`src/rtl/cfc_pkg.sv`:
```
`timescale 1ns / 1ps
`default_nettype none
// ----------------------------------------------------------------------------
// cfc_pkg
// Shared types, constants and the CRC16 byte update for the frame checker.
// ----------------------------------------------------------------------------
package cfc_pkg;

    localparam int CNT_W = 6;

    localparam logic [CNT_W-1:0] COUNT_MAX  = 6'd63;
    localparam logic [7:0]       FRAME_HEAD = 8'hA5;
    localparam logic [7:0]       FRAME_TAIL = 8'hD5;
    localparam logic [15:0]      CRC_POLY   = 16'h1021;

    // status codes
    localparam logic [2:0] ST_OK  = 3'd0;
    localparam logic [2:0] ST_HDR = 3'd1;
    localparam logic [2:0] ST_LEN = 3'd2;
    localparam logic [2:0] ST_CRC = 3'd3;
    localparam logic [2:0] ST_OVF = 3'd4;

    // one finished frame, handed from front to back
    typedef struct packed {
        logic [2:0]       status;
        logic [7:0]       unit_type;
        logic [7:0]       module_code;
        logic [7:0]       command_code;
        logic [CNT_W-1:0] npay;
    } cfc_job_t;

    // payload store write port
    typedef struct packed {
        logic             en;
        logic [CNT_W-1:0] addr;
        logic [7:0]       data;
    } cfc_wr_t;

    // CRC16-XMODEM, MSB first, one byte
    function automatic logic [15:0] crc_feed(input logic [15:0] crc, input logic [7:0] b);
        logic [15:0] c;
        c = crc ^ {b, 8'h00};
        for (int i = 0; i < 8; i++)
        begin
            if (c[15])
                c = {c[14:0], 1'b0} ^ CRC_POLY;
            else
                c = {c[14:0], 1'b0};
        end
        return c;
    endfunction

endpackage
`default_nettype wire

```
`src/rtl/cfc_in_if.sv`:
```
`timescale 1ns / 1ps
`default_nettype none
// ----------------------------------------------------------------------------
// cfc_in_if
// Received byte channel: one word is one UART byte plus its end-of-frame flag.
// ----------------------------------------------------------------------------
interface cfc_in_if;
    logic       valid;
    logic       ready;
    logic [7:0] rx_byte;
    logic       frame_end;

    modport source (output valid, output rx_byte, output frame_end, input ready);
    modport sink   (input valid, input rx_byte, input frame_end, output ready);
endinterface
`default_nettype wire

```
`src/rtl/cfc_out_if.sv`:
```
`timescale 1ns / 1ps
`default_nettype none
// ----------------------------------------------------------------------------
// cfc_out_if
// Result channel: one word is a frame status or one payload byte.
// ----------------------------------------------------------------------------
interface cfc_out_if;
    logic       valid;
    logic       ready;
    logic [2:0] status;
    logic [7:0] unit_type;
    logic [7:0] module_code;
    logic [7:0] command_code;
    logic [7:0] payload_byte;
    logic       is_payload;
    logic       run_last;

    modport source (output valid, output status, output unit_type,
                    output module_code, output command_code, output payload_byte,
                    output is_payload, output run_last, input ready);
    modport sink   (input valid, input status, input unit_type,
                    input module_code, input command_code, input payload_byte,
                    input is_payload, input run_last, output ready);
endinterface
`default_nettype wire

```
`src/rtl/cfc_front.sv`:
```
`timescale 1ns / 1ps
`default_nettype none
// ----------------------------------------------------------------------------
// cfc_front
// Parses incoming bytes, runs the CRC, writes payload to the store and
// classifies each frame at its last byte.
// ----------------------------------------------------------------------------
module cfc_front #(
    parameter int PAYLOAD_MAX = 32
) (
    input  logic              clk,
    input  logic              rst_n,
    cfc_in_if.sink            din,
    input  logic              q_full,
    output logic              q_push,
    output cfc_pkg::cfc_job_t q_job,
    output cfc_pkg::cfc_wr_t  st_wr,
    input  logic              drain_done
);
    import cfc_pkg::*;

    logic [CNT_W-1:0] cnt_reg,  cnt_next;
    logic             ovf_reg,  ovf_next;
    logic [7:0]       head_reg, head_next;
    logic [15:0]      len_reg,  len_next;
    logic [2:0][7:0]  fld_reg,  fld_next;
    logic [2:0][7:0]  win_reg,  win_next;   // [0] is oldest
    logic [15:0]      crc_reg,  crc_next;
    logic             busy_reg;             // store holds payload not yet drained

    logic [CNT_W-1:0] pos;
    logic             wr_needed;
    logic             accept;
    logic [15:0]      rx_crc;

    assign pos       = cnt_reg - 6'd9;
    assign wr_needed = (cnt_reg >= 6'd9) && ({1'b0, pos} < 7'(PAYLOAD_MAX));
    assign din.ready = !q_full && !(busy_reg && wr_needed);
    assign accept    = din.valid && din.ready;
    assign rx_crc    = {win_reg[1], win_reg[2]};

    always_comb
    begin
        ovf_next  = ovf_reg | (cnt_reg == COUNT_MAX);
        head_next = head_reg;
        len_next  = len_reg;
        fld_next  = fld_reg;
        crc_next  = crc_reg;
        st_wr     = '0;

        case (cnt_reg)
            6'd0:
            begin
                head_next = din.rx_byte;
                fld_next  = '0;
            end
            6'd1:    len_next[15:8] = din.rx_byte;
            6'd2:    len_next[7:0]  = din.rx_byte;
            6'd3:    fld_next[0]    = din.rx_byte;
            6'd4:    fld_next[1]    = din.rx_byte;
            6'd5:    fld_next[2]    = din.rx_byte;
            default: ;
        endcase

        if (cnt_reg >= 6'd3)
            crc_next = crc_feed(crc_reg, win_reg[0]);
        if (cnt_reg >= 6'd9)
        begin
            if (wr_needed)
            begin
                st_wr.en   = accept;
                st_wr.addr = pos;
                st_wr.data = win_reg[0];
            end
            else
                ovf_next = 1'b1;
        end

        win_next = {din.rx_byte, win_reg[2], win_reg[1]};
        cnt_next = (cnt_reg < COUNT_MAX) ? cnt_reg + 6'd1 : cnt_reg;

        q_job.unit_type    = fld_next[0];
        q_job.module_code  = fld_next[1];
        q_job.command_code = fld_next[2];
        q_job.npay         = '0;
        if (head_next != FRAME_HEAD || din.rx_byte != FRAME_TAIL)
            q_job.status = ST_HDR;
        else if (ovf_next)
            q_job.status = ST_OVF;
        else if (cnt_reg < 6'd8 || (17'(len_next) + 17'd3) != (17'(cnt_reg) + 17'd1))
            q_job.status = ST_LEN;
        else if (rx_crc != crc_next)
            q_job.status = ST_CRC;
        else
        begin
            q_job.status = ST_OK;
            q_job.npay   = cnt_reg - 6'd8;
        end
    end

    assign q_push = accept && din.frame_end;

    always_ff @(posedge clk or negedge rst_n)
    begin
        if (!rst_n)
        begin
            cnt_reg  <= '0;
            ovf_reg  <= 1'b0;
            head_reg <= '0;
            len_reg  <= '0;
            fld_reg  <= '0;
            win_reg  <= '0;
            crc_reg  <= '0;
            busy_reg <= 1'b0;
        end
        else
        begin
            if (accept)
            begin
                if (din.frame_end)
                begin
                    cnt_reg  <= '0;
                    ovf_reg  <= 1'b0;
                    head_reg <= '0;
                    len_reg  <= '0;
                    fld_reg  <= '0;
                    win_reg  <= '0;
                    crc_reg  <= '0;
                end
                else
                begin
                    cnt_reg  <= cnt_next;
                    ovf_reg  <= ovf_next;
                    head_reg <= head_next;
                    len_reg  <= len_next;
                    fld_reg  <= fld_next;
                    win_reg  <= win_next;
                    crc_reg  <= crc_next;
                end
            end

            if (q_push && q_job.npay != '0)
                busy_reg <= 1'b1;
            else if (drain_done)
                busy_reg <= 1'b0;
        end
    end

endmodule
`default_nettype wire

```
`src/rtl/cfc_jobq.sv`:
```
`timescale 1ns / 1ps
`default_nettype none
// ----------------------------------------------------------------------------
// cfc_jobq
// Two-entry queue of classified frames between front and back.
// ----------------------------------------------------------------------------
module cfc_jobq (
    input  logic              clk,
    input  logic              rst_n,
    input  logic              push,
    input  cfc_pkg::cfc_job_t push_job,
    output logic              full,
    input  logic              pop,
    output cfc_pkg::cfc_job_t pop_job,
    output logic              not_empty
);
    import cfc_pkg::*;

    cfc_job_t   ent_reg [2];
    logic       wr_ptr_reg;
    logic       rd_ptr_reg;
    logic [1:0] cnt_reg;

    assign full      = (cnt_reg == 2'd2);
    assign not_empty = (cnt_reg != 2'd0);
    assign pop_job   = ent_reg[rd_ptr_reg];

    always_ff @(posedge clk)
    begin
        if (push)
            ent_reg[wr_ptr_reg] <= push_job;
    end

    always_ff @(posedge clk or negedge rst_n)
    begin
        if (!rst_n)
        begin
            wr_ptr_reg <= 1'b0;
            rd_ptr_reg <= 1'b0;
            cnt_reg    <= '0;
        end
        else
        begin
            if (push)
                wr_ptr_reg <= ~wr_ptr_reg;
            if (pop)
                rd_ptr_reg <= ~rd_ptr_reg;
            if (push && !pop)
                cnt_reg <= cnt_reg + 2'd1;
            else if (pop && !push)
                cnt_reg <= cnt_reg - 2'd1;
        end
    end

endmodule
`default_nettype wire

```
`src/rtl/cfc_back.sv`:
```
`timescale 1ns / 1ps
`default_nettype none
// ----------------------------------------------------------------------------
// cfc_back
// Holds the payload store; emits the status word of each frame and then
// its payload bytes through a registered output.
// ----------------------------------------------------------------------------
module cfc_back #(
    parameter int PAYLOAD_MAX = 32
) (
    input  logic              clk,
    input  logic              rst_n,
    input  cfc_pkg::cfc_job_t job,
    input  logic              job_valid,
    output logic              job_pop,
    input  cfc_pkg::cfc_wr_t  st_wr,
    output logic              drain_done,
    cfc_out_if.source         dout
);
    import cfc_pkg::*;

    localparam int AW = (PAYLOAD_MAX > 1) ? $clog2(PAYLOAD_MAX) : 1;

    typedef enum logic [2:0] {
        B_IDLE = 3'b001,
        B_READ = 3'b010,
        B_SEND = 3'b100
    } back_state_t;

    back_state_t      state_reg, state_next;
    logic [7:0]       store [PAYLOAD_MAX];
    logic [7:0]       rd_data_reg;
    logic [AW-1:0]    idx_reg, idx_next;
    logic [CNT_W-1:0] npay_reg, npay_next;

    logic             ovalid_reg, ovalid_next;
    logic [2:0]       status_reg;
    logic [7:0]       type_reg, mod_reg, cmd_reg, pay_reg;
    logic             isp_reg, last_reg;

    logic             out_load;
    logic             load_stat;
    logic             load_pay;
    logic             pay_last;

    assign out_load = !ovalid_reg || dout.ready;
    assign pay_last = ((CNT_W'(idx_reg) + 6'd1) == npay_reg);

    always_comb
    begin
        state_next  = state_reg;
        idx_next    = idx_reg;
        npay_next   = npay_reg;
        load_stat   = 1'b0;
        load_pay    = 1'b0;
        drain_done  = 1'b0;
        ovalid_next = ovalid_reg && !dout.ready;

        case (state_reg)
            B_IDLE:
            begin
                if (job_valid && out_load)
                begin
                    load_stat = 1'b1;
                    if (job.npay != '0)
                    begin
                        npay_next  = job.npay;
                        idx_next   = '0;
                        state_next = B_READ;
                    end
                end
            end
            B_READ:  state_next = B_SEND;
            B_SEND:
            begin
                if (out_load)
                begin
                    load_pay = 1'b1;
                    if (pay_last)
                    begin
                        drain_done = 1'b1;
                        state_next = B_IDLE;
                    end
                    else
                    begin
                        idx_next   = idx_reg + 1'b1;
                        state_next = B_READ;
                    end
                end
            end
            default: state_next = B_IDLE;
        endcase

        if (load_stat || load_pay)
            ovalid_next = 1'b1;
    end

    assign job_pop = load_stat;

    always_ff @(posedge clk)
    begin
        if (st_wr.en)
            store[st_wr.addr[AW-1:0]] <= st_wr.data;
        if (state_reg == B_READ)
            rd_data_reg <= store[idx_reg];
    end

    always_ff @(posedge clk)
    begin
        if (load_stat)
        begin
            status_reg <= job.status;
            type_reg   <= job.unit_type;
            mod_reg    <= job.module_code;
            cmd_reg    <= job.command_code;
            pay_reg    <= '0;
            isp_reg    <= 1'b0;
            last_reg   <= (job.npay == '0);
        end
        else if (load_pay)
        begin
            status_reg <= ST_OK;
            type_reg   <= '0;
            mod_reg    <= '0;
            cmd_reg    <= '0;
            pay_reg    <= rd_data_reg;
            isp_reg    <= 1'b1;
            last_reg   <= pay_last;
        end
    end

    always_ff @(posedge clk or negedge rst_n)
    begin
        if (!rst_n)
        begin
            state_reg  <= B_IDLE;
            idx_reg    <= '0;
            npay_reg   <= '0;
            ovalid_reg <= 1'b0;
        end
        else
        begin
            state_reg  <= state_next;
            idx_reg    <= idx_next;
            npay_reg   <= npay_next;
            ovalid_reg <= ovalid_next;
        end
    end

    assign dout.valid        = ovalid_reg;
    assign dout.status       = status_reg;
    assign dout.unit_type    = type_reg;
    assign dout.module_code  = mod_reg;
    assign dout.command_code = cmd_reg;
    assign dout.payload_byte = pay_reg;
    assign dout.is_payload   = isp_reg;
    assign dout.run_last     = last_reg;

endmodule
`default_nettype wire

```
`src/rtl/crc16_frame_checker_core.sv`:
```
`timescale 1ns / 1ps
`default_nettype none
// ----------------------------------------------------------------------------
// crc16_frame_checker_core
// Framed packet receiver: header/length/CRC16-XMODEM/tail checks with a
// status word per frame followed by the buffered payload on success.
// ----------------------------------------------------------------------------
//
//  channel | dir | word contents                                   | accepted when
//  --------+-----+-------------------------------------------------+--------------------
//  din     | in  | rx_byte, frame_end                              | valid && ready
//  dout    | out | status, unit_type, module_code,                 | valid && ready
//          |     | command_code, payload_byte, is_payload, run_last|
//
//  - din takes one byte per cycle while din.ready is high; the front updates the
//    CRC one byte per cycle and classifies the frame on the byte carrying frame_end.
//  - The status word passes through the job queue and the output register after
//    the frame-end byte is taken when the back is idle; otherwise it waits behind
//    earlier frames' words. Payload bytes follow one at a time: each is read from
//    the payload store into a register before it is loaded into the output register.
//  - din.ready drops while the job queue is full, and for a byte that would
//    write the payload store while an earlier frame's payload is still
//    queued or draining.
//  - rst_n clears all control and frame state at once; the payload store is
//    not cleared (only entries written by the current frame are read).
//
// ----------------------------------------------------------------------------
module crc16_frame_checker_core #(
    parameter int PAYLOAD_MAX = 32   // 1..63; a frame carries at most 54 payload bytes
) (
    input  logic      clk,
    input  logic      rst_n,
    cfc_in_if.sink    din,
    cfc_out_if.source dout
);
    import cfc_pkg::*;

    // front -> queue
    logic     q_push;
    logic     q_full;
    cfc_job_t q_job_in;

    // queue -> back
    logic     q_pop;
    logic     q_not_empty;
    cfc_job_t q_job_out;

    // store write port and drain handshake between front and back
    cfc_wr_t  st_wr;
    logic     drain_done;

    // Front: parse, CRC, payload capture, classification at frame end
    cfc_front #(
        .PAYLOAD_MAX (PAYLOAD_MAX)
    ) u_front (
        .clk        (clk),
        .rst_n      (rst_n),
        .din        (din),
        .q_full     (q_full),
        .q_push     (q_push),
        .q_job      (q_job_in),
        .st_wr      (st_wr),
        .drain_done (drain_done)
    );

    // Short queue of finished frames so either side can stall alone
    cfc_jobq u_jobq (
        .clk       (clk),
        .rst_n     (rst_n),
        .push      (q_push),
        .push_job  (q_job_in),
        .full      (q_full),
        .pop       (q_pop),
        .pop_job   (q_job_out),
        .not_empty (q_not_empty)
    );

    // Back: status word, then payload bytes from the store
    cfc_back #(
        .PAYLOAD_MAX (PAYLOAD_MAX)
    ) u_back (
        .clk        (clk),
        .rst_n      (rst_n),
        .job        (q_job_out),
        .job_valid  (q_not_empty),
        .job_pop    (q_pop),
        .st_wr      (st_wr),
        .drain_done (drain_done),
        .dout       (dout)
    );

endmodule
`default_nettype wire
```
`src/flat_wrapper.sv`:
```
// flat-port wrapper written by rule: the top's interface ports become plain ports
module crc16_frame_checker_core_flat import cfc_pkg::*;
#(
    parameter int PAYLOAD_MAX = 32                                                     
)
  (clk, rst_n, din_valid, din_rx_byte, din_frame_end, din_ready, dout_valid, dout_status, dout_unit_type, dout_module_code, dout_command_code, dout_payload_byte, dout_is_payload, dout_run_last, dout_ready);
  cfc_in_if din_i ();
  cfc_out_if dout_i ();
  input  logic clk;
  input  logic rst_n;
  input wire logic [$bits(din_i.valid)-1:0] din_valid;
  input wire logic [$bits(din_i.rx_byte)-1:0] din_rx_byte;
  input wire logic [$bits(din_i.frame_end)-1:0] din_frame_end;
  output wire logic [$bits(din_i.ready)-1:0] din_ready;
  output wire logic [$bits(dout_i.valid)-1:0] dout_valid;
  output wire logic [$bits(dout_i.status)-1:0] dout_status;
  output wire logic [$bits(dout_i.unit_type)-1:0] dout_unit_type;
  output wire logic [$bits(dout_i.module_code)-1:0] dout_module_code;
  output wire logic [$bits(dout_i.command_code)-1:0] dout_command_code;
  output wire logic [$bits(dout_i.payload_byte)-1:0] dout_payload_byte;
  output wire logic [$bits(dout_i.is_payload)-1:0] dout_is_payload;
  output wire logic [$bits(dout_i.run_last)-1:0] dout_run_last;
  input wire logic [$bits(dout_i.ready)-1:0] dout_ready;
  assign din_i.valid = din_valid;
  assign din_i.rx_byte = din_rx_byte;
  assign din_i.frame_end = din_frame_end;
  assign din_ready = din_i.ready;
  assign dout_valid = dout_i.valid;
  assign dout_status = dout_i.status;
  assign dout_unit_type = dout_i.unit_type;
  assign dout_module_code = dout_i.module_code;
  assign dout_command_code = dout_i.command_code;
  assign dout_payload_byte = dout_i.payload_byte;
  assign dout_is_payload = dout_i.is_payload;
  assign dout_run_last = dout_i.run_last;
  assign dout_i.ready = dout_ready;
  crc16_frame_checker_core #(.PAYLOAD_MAX(PAYLOAD_MAX)) u_core (.clk(clk), .rst_n(rst_n), .din(din_i), .dout(dout_i));
endmodule
```
`config.mk`:
```
export PLATFORM = sky130hd
export DESIGN_NAME = crc16_frame_checker_core_flat
export DESIGN_NICKNAME = d
export VERILOG_FILES = /design/src/rtl/cfc_pkg.sv /design/src/rtl/cfc_in_if.sv /design/src/rtl/cfc_out_if.sv /design/src/rtl/cfc_front.sv /design/src/rtl/cfc_jobq.sv /design/src/rtl/cfc_back.sv /design/src/rtl/crc16_frame_checker_core.sv /design/src/flat_wrapper.sv
export SDC_FILE = /design/constraint.sdc
export NUM_CORES = 1
export LEC_CHECK = 0
export ABC_AREA = 1
export BUFFER_PORTS_ARGS = -buffer_cell sky130_fd_sc_hd__buf_2
export CAP_MARGIN = 20
export CORE_ASPECT_RATIO = 0.8
export CORE_MARGIN = 1.5
export CORE_UTILIZATION = 40
export DETAILED_ROUTE_END_ITERATION = 8
export GPL_TIMING_DRIVEN = 0
export PLACE_DENSITY = 0.6
export SKIP_CTS_REPAIR_TIMING = 1
export SLEW_MARGIN = 20
export SYNTH_ARGS = -nofsm -noshare
export SYNTH_HDL_FRONTEND = slang
export SYNTH_SLANG_ARGS = --single-unit
```
`constraint.sdc`:
```
create_clock -name clk -period 5.3 [get_ports clk]
set_clock_uncertainty 0.2 [all_clocks]
set_input_delay 0.795 -clock clk [delete_from_list [all_inputs] [get_ports clk]]
set_output_delay 0.795 -clock clk [all_outputs]
set_load 0.05 [all_outputs]
```
; ---- Yosys cells after proc, flatten, opt, wreduce, memory -nomap -nowiden
; Memories as Yosys holds them, arrays and structs flattened. A register that Yosys moved wholly into a read port is not among the register bits.
; Index checks and enable logic that the tools add are counted.
; W data, S select, Z words.
[totals]
ff_bits = 152
latch_bits = 0
ramBits = 322
rom_bits = 0
input_bits = 13
out_inout_bits = 39
wordCells = 183
mem_count = 2
[classes]
add_sub_neg = 9
multipliers = 0
div_mod_pow = 0
n_lt_le_gt_ge = 5
eq_ne = 19
shifts = 0
muxes = 76
n_bitwise = 12
reduce_logical = 34
[mem_list]
columns = memory, words, width, rd, rd_ports_with_merged_regs, write_ports, line
row1 = u_core.u_back.store, 32, 8, 1, 1, 1, cfc_back.sv:31  ; logic [7:0] store [PAYLOAD_MAX];
row2 = u_core.u_jobq.ent_reg, 2, 33, 1, 0, 1, cfc_jobq.sv:19  ; cfc_job_t ent_reg [2];
[ops]
columns = op, n
row1 = $mux W16, 10
row2 = $mux W13, 8
row3 = $mux W8, 8
row4 = $mux W24, 2
row5 = $pmux W8 S2, 3
row6 = $mux W6, 6
row7 = $mux W15, 2
row8 = $not A3 Y3, 8
row9 = $mux W3, 7
row10 = $mux W5, 4
row11 = $mux W1, 19
row12 = $add A16 B2 Y17 const B, 1
row13 = $ne A17 B7 Y1, 1
row14 = $ne A16 B16 Y1, 1
row15 = $ne A8 B8 Y1 const B, 2
row16 = $xor A16 B16 Y16, 1
row17 = $eq A6 B2 Y1 const B, 2
row18 = $eq A6 B3 Y1 const B, 2
row19 = $logic_not A6 Y1, 2
row20 = $lt A6 B6 Y1 const B, 2
row21 = $reduce_bool A2 Y1, 6
row22 = $reduce_bool A6 Y1, 2
row23 = $sub A6 B4 Y6 const B, 2
row24 = $logic_and A1 B1 Y1, 10
row25 = 27 further kinds, 44

; ---- Longest topological paths before layout
[depth]
word_depth = 33
depth_mapped = 23
ltp_nobuf = 22

; ---- Cells and area by module
; A second synthesis with hierarchy kept.
[hier_totals]
cells_unflattened = 2060
area_unflattened_um2 = 21813.4
[modules_own_cells]
columns = mod, instances, cells_each, area_per_inst_um2, seq_area_each_um2
row1 = cfc_back, 1, 1070, 12768.5, 9325.2
row2 = cfc_front, 1, 862, 6304.8, 2402.3
row3 = cfc_jobq, 1, 128, 2740.1, 2082.0

; ---- Least setup slack after synthesis
; Ideal clock, no wire load.
[synth_timing]
path_kind = register to register
from = register u_core.u_front.cnt_reg[0]
to = memory u_core.u_jobq.ent_reg[1][0] (netlist bit) (enable)
setup_time_ns = 0.423
t_arrival_ns = 3.609
required_time_ns = 4.677
setup_slack_ns = 1.068
path_stages_with_launch = 15
path_buffers = 0
period_less_slack_ns = 4.232
path_cell_list = dfrtp_1 > inv_2 > ha_1 > inv_1 > o21ai_0 > nand3_1 > nand2_2 > inv_2 > nand2_1 > o21ai_1 > inv_2 > nand2_4 > nor2_1 > inv_1 > nor2_1
[synth_via]
elab_chain_cells = 10
elab_cells_between_ends = 11
cone_classes = 1 x add/sub / 2 x order compare / 2 x mux / 6 x reduce/logical
[synth_lines]
columns = element, line
row1 = "start, declared", cfc_front.sv:22  ; logic [CNT_W-1:0] cnt_reg, cnt_next;
row2 = "start signal, assigned", cfc_front.sv:132  ; cnt_reg <= cnt_next;
row3 = $sub A6 B4 Y6, cfc_front.sv:36  ; assign pos = cnt_reg - 6'd9;
row4 = $lt A6 B6 Y1, cfc_front.sv:37  ; assign wr_needed = (cnt_reg >= 6'd9) && ({1'b0, pos} < 7'(PAYLOAD_MAX));
row5 = $logic_and A1 B1 Y1 (*), cfc_front.sv:37
row6 = $logic_and A1 B1 Y1 (*), cfc_front.sv:38  ; assign din.ready = !q_full && !(busy_reg && wr_needed);
row7 = $logic_not A1 Y1 (*), cfc_front.sv:38
row8 = $logic_and A1 B1 Y1 (*), cfc_front.sv:38
row9 = via din_ready, flat_wrapper.sv:14  ; output wire logic [$bits(din_i.ready)-1:0] din_ready;
row10 = $logic_and A1 B1 Y1 (*), cfc_front.sv:39  ; assign accept = din.valid && din.ready;
row11 = $logic_and A1 B1 Y1 (*), cfc_front.sv:101  ; assign q_push = accept && din.frame_end;
row12 = via u_core.q_push, crc16_frame_checker_core.sv:39  ; logic q_push;
row13 = $mux W1 (*), cfc_jobq.sv:30  ; if (push)
row14 = $mux W1 (not written as such) (*), cfc_jobq.sv:31  ; ent_reg[wr_ptr_reg] <= push_job;
row15 = "end, declared", cfc_jobq.sv:19
; The timed path passes the listed nets; every way through them passes the cells marked *.

; ---- Worst setup path in the final report
[layout_timing]
from = register u_core.u_front.cnt_reg[0]
to = memory u_core.u_back.store[31][2] (enable)
[layout_via]
elab_chain_cells = 11
elab_cells_between_ends = 12
cone_classes = 1 x add/sub / 2 x order compare / 4 x mux / 5 x reduce/logical
[layout_lines]
columns = element, line
row1 = $sub A6 B4 Y6, cfc_front.sv:36
row2 = $lt A6 B6 Y1, cfc_front.sv:37
row3 = $logic_and A1 B1 Y1, cfc_front.sv:37
row4 = $logic_and A1 B1 Y1, cfc_front.sv:38
row5 = $logic_not A1 Y1, cfc_front.sv:38
row6 = $logic_and A1 B1 Y1, cfc_front.sv:38
row7 = $logic_and A1 B1 Y1, cfc_front.sv:39
row8 = $mux W15, cfc_front.sv:69  ; if (wr_needed)
row9 = $mux W15 (*), cfc_front.sv:67  ; if (cnt_reg >= 6'd9)
row10 = $mux W1, cfc_back.sv:102  ; if (st_wr.en)
row11 = $mux W1 (not written as such), cfc_back.sv:103  ; store[st_wr.addr[AW-1:0]] <= st_wr.data;
row12 = "end, declared", cfc_back.sv:31
; Every way passes the cells marked *; elsewhere a longest branch is shown, timed or not.

==> metrics.cfg <==
[layout]
design_area_mm2 = 0.0242
final_nets = 2117
diodes = 0
post-route-util = 0.462
largest_register_ffs = 256
area_growth_pct = 14.3
stdcell_count = 2826
fill_cells = 4869
drive_gt1_frac = 0.112

[synthesis]
ys_ff_latch = 482
synth_edf_count = 358
yosysTopAreaCellShare = 0.508
ys.warnings.count = 0
synthCells = 1981
synth_area_leader_cell = edfxtp_1
synth_cell_types = 52
synth_area_mm2 = 0.0212
synth_ff_type = edfxtp_1
async_flop_share = 0.239
ys_seq_area_frac = 0.652
syn-num-nets = 2005
synth_area_per_cell_um2 = 10.7
synthTopCellsByArea = edfxtp_1 51%, dfrtp_1 13%, o21ai_0 5.6%, nand2_1 5.3%, nor2_1 4.7%

[route]
first_pass_iters = 5
ant_nets = 0
drc = 0
route.vias.total = 15600
wl_um = 59200
drt_iter0_drc = 1832
wl_per_cell_um = 20.9
viasPerCell = 5.51

[timing]
tightest_slew_ns = 0.938
final_max_slew_viol_count = 0
maxSlewHeadroom = 0.375
holdWs_ns = 0.273
fin_crit_sh = 0.807
hold_viol = 0
clock.fmax_mhz = 234
fin_crit_ns = 4.28
setup_tns_ns = 0
setup_ws_ns = 1.02
rsz0062_at_grt = false
finalSetupViolations = 0

[floorplanning]
die_w_um = 260
ios = 52
coreArea_mm2 = 0.0524
initial_utilization = 0.404
die_area_mm2 = 0.0543
die_h_um = 209
num_rows = 75

[place]
hpwlAfterDp_um = 41100
placed_area_mm2 = 0.0226
port_buffers = 51
gp_congestion = 1.01
dpl_worst_slack_ns = 0.947
dpl.cell_count = 2734

[global_routing]
grt_usage = 0.220
overflow = 0
grt_first_pass_wirelength_um = 90100
grt_pass1_vias = 14700
antenna_found_initial = 1
grt_max_degree = 65

[worst_hold_path]
hold_depth = 2
hp-start = u_core.u_back.dout.is_payload
hold_class = reg -> reg
hold_end = u_core.u_back.dout.is_payload

[clock_network]
clock_latency_ns = 0.62
numCtsBuffers = 49
cts_sinks = 482
tritoncts = yes
cts_max_path_buffers = 3
clockRootBuffer = clkbuf_16
clk_pin_slew_ns = 0.06
htree_levels = 2

[worst_setup_path]
cp.arrival_ns = 4.30
start_kind = register
worst_setup_path_end_kind = register
crit_type = reg -> reg
r2r_end = u_core.u_back.store[31][2]
required_ns = 5.32
ff2ff_setup_slack_ns = 1.02
rr_startpoint = u_core.u_front.cnt_reg[0]
r2r_cells = 15
cp_max_fo = 10

[power]
ir_worst_vdd_mv = 0.215
power_frac_clock = 0.272
p_sw_mw = 4.94
seq_power_share = 0.383
p_total_mw = 12.6
p_int_mw = 7.67
combPwrFrac = 0.345
leakagePower_nw = 9.05
swShare = 0.392
powerDensity_mw_per_mm2 = 521

[run]
cap_violations = 0

[status]
status = completed

## Yosys cell counts (10+ instances only)
cell type and n:
o21ai_1 10, o22ai_2 10, buf_6 10, edfxtp_1 358, nand4_1 24, xnor2_1 13, ha_1 11, buf_2 14
nand2_2 16, clkbuf_1 73, inv_1 144, nor3_1 14, nand2_1 300, a21oi_1 38, o22ai_1 145, o21ai_0 239
xor2_1 22, dfrtp_1 114, nor2_1 268, nand3_1 75
## cell usage in the layout, fill, tap and decap left out, types with 3 or more instances in the layout
master	synthesis	final
buf_6	10	11
nor2_1	268	258
xor2_1	22	22
o21ai_1	10	10
inv_1	144	144
nor2_4	7	17
nand4_1	24	24
nand3_2	6	6
inv_2	9	9
nand2_4	5	5
o22ai_2	10	10
nand2_1	300	299
a21oi_1	38	38
o22ai_1	145	145
ha_1	11	11
bufinv_16	0	4
buf_2	14	64
clkinvlp_4	0	5
mux2i_1	6	6
edfxtp_1	358	358
dfrtp_1	114	114
xnor2_1	13	13
nor2_2	3	3
buf_16	0	6
buf_12	0	3
nand3_1	75	75
nor3_1	14	13
clkbuf_16	0	49
clkinv_1	1	11
nand2_2	16	17
clkbuf_1	73	82
dfxtp_1	9	9
buf_1	5	5
o21ai_0	239	239
clkinv_2	0	8
## worst max-delay path, cell delays in order, from the launching register on
cell and delay, ns:
dfrtp_1 0.55, inv_2 0.29, ha_1 0.21, inv_1 0.05, o21ai_0 0.28, nand3_1 0.17, nand2_2 0.15, inv_2 0.10
nand2_1 0.07, o21ai_1 0.10, inv_2 0.11, nand2_4 0.12, inv_4 0.15, buf_6 0.18, nand3_2 0.31, nor2_1 0.82
## cell type report
cell class              instances  area (um2)  area share
multi-input cells            1240        6380       0.264
clock inverters                32         312      0.0129
inverters                     155         584      0.0241
clock buffers                  59        1260      0.0522
repair buffers                 61         497      0.0205
plain buffers                 104         492      0.0203
well taps                     693         867      0.0358
flip-flops and latches        482       13800       0.571
## cells by family after synthesis
group,synth area share
and+or+nand+nor,0.151
DFF,0.652
AOI/OAI and AO/OA,0.122
buffers and inverters,0.0507
xor gates and xnor gates,0.0145
adders and majority gates,0.00650
muxes,0.00284
## metal layers
metal  GRT usage  part of all wire  vias up
li1            -                 -     7159
met1       0.345              0.47     7700
met2       0.308              0.42      631
met3      0.0452             0.092       86
met4      0.0536             0.019        0
met5           0                 0        -
## worst max-delay path by stage
| stage | cells after the start | slack [ns] | from | endpoint |
|---|---|---|---|---|
| floorplan | 14 | 1.07 | u_core.u_front.cnt_reg[0] | u_core.u_jobq.ent_reg[1][0] |
| global placement | 14 | -0.19 | u_core.u_front.cnt_reg[0] | u_core.u_jobq.ent_reg[1][28] |
| detailed placement | 11 | 0.95 | u_core.u_front.cnt_reg[0] | u_core.u_back.store[23][2] |
| CTS | 11 | 0.90 | u_core.u_front.cnt_reg[0] | u_core.u_back.store[23][2] |
| global route | 15 | 0.81 | u_core.u_front.cnt_reg[0] | u_core.u_back.store[15][7] |
| finish | 15 | 1.02 | u_core.u_front.cnt_reg[0] | u_core.u_back.store[31][2] |
## power groups by stage
stage / combinational, mW / clock, mW / sequential, mW
after floorplan: 2.51 / 0 / 5.38
after global placement: 4.21 / 0 / 4.89
after detailed placement: 4.29 / 0 / 4.90
after CTS: 4.32 / 3.48 / 4.83
after global routing: 4.75 / 3.63 / 4.88
final: 4.35 / 3.43 / 4.83
Note: power is estimated with default switching activity, not from simulation.
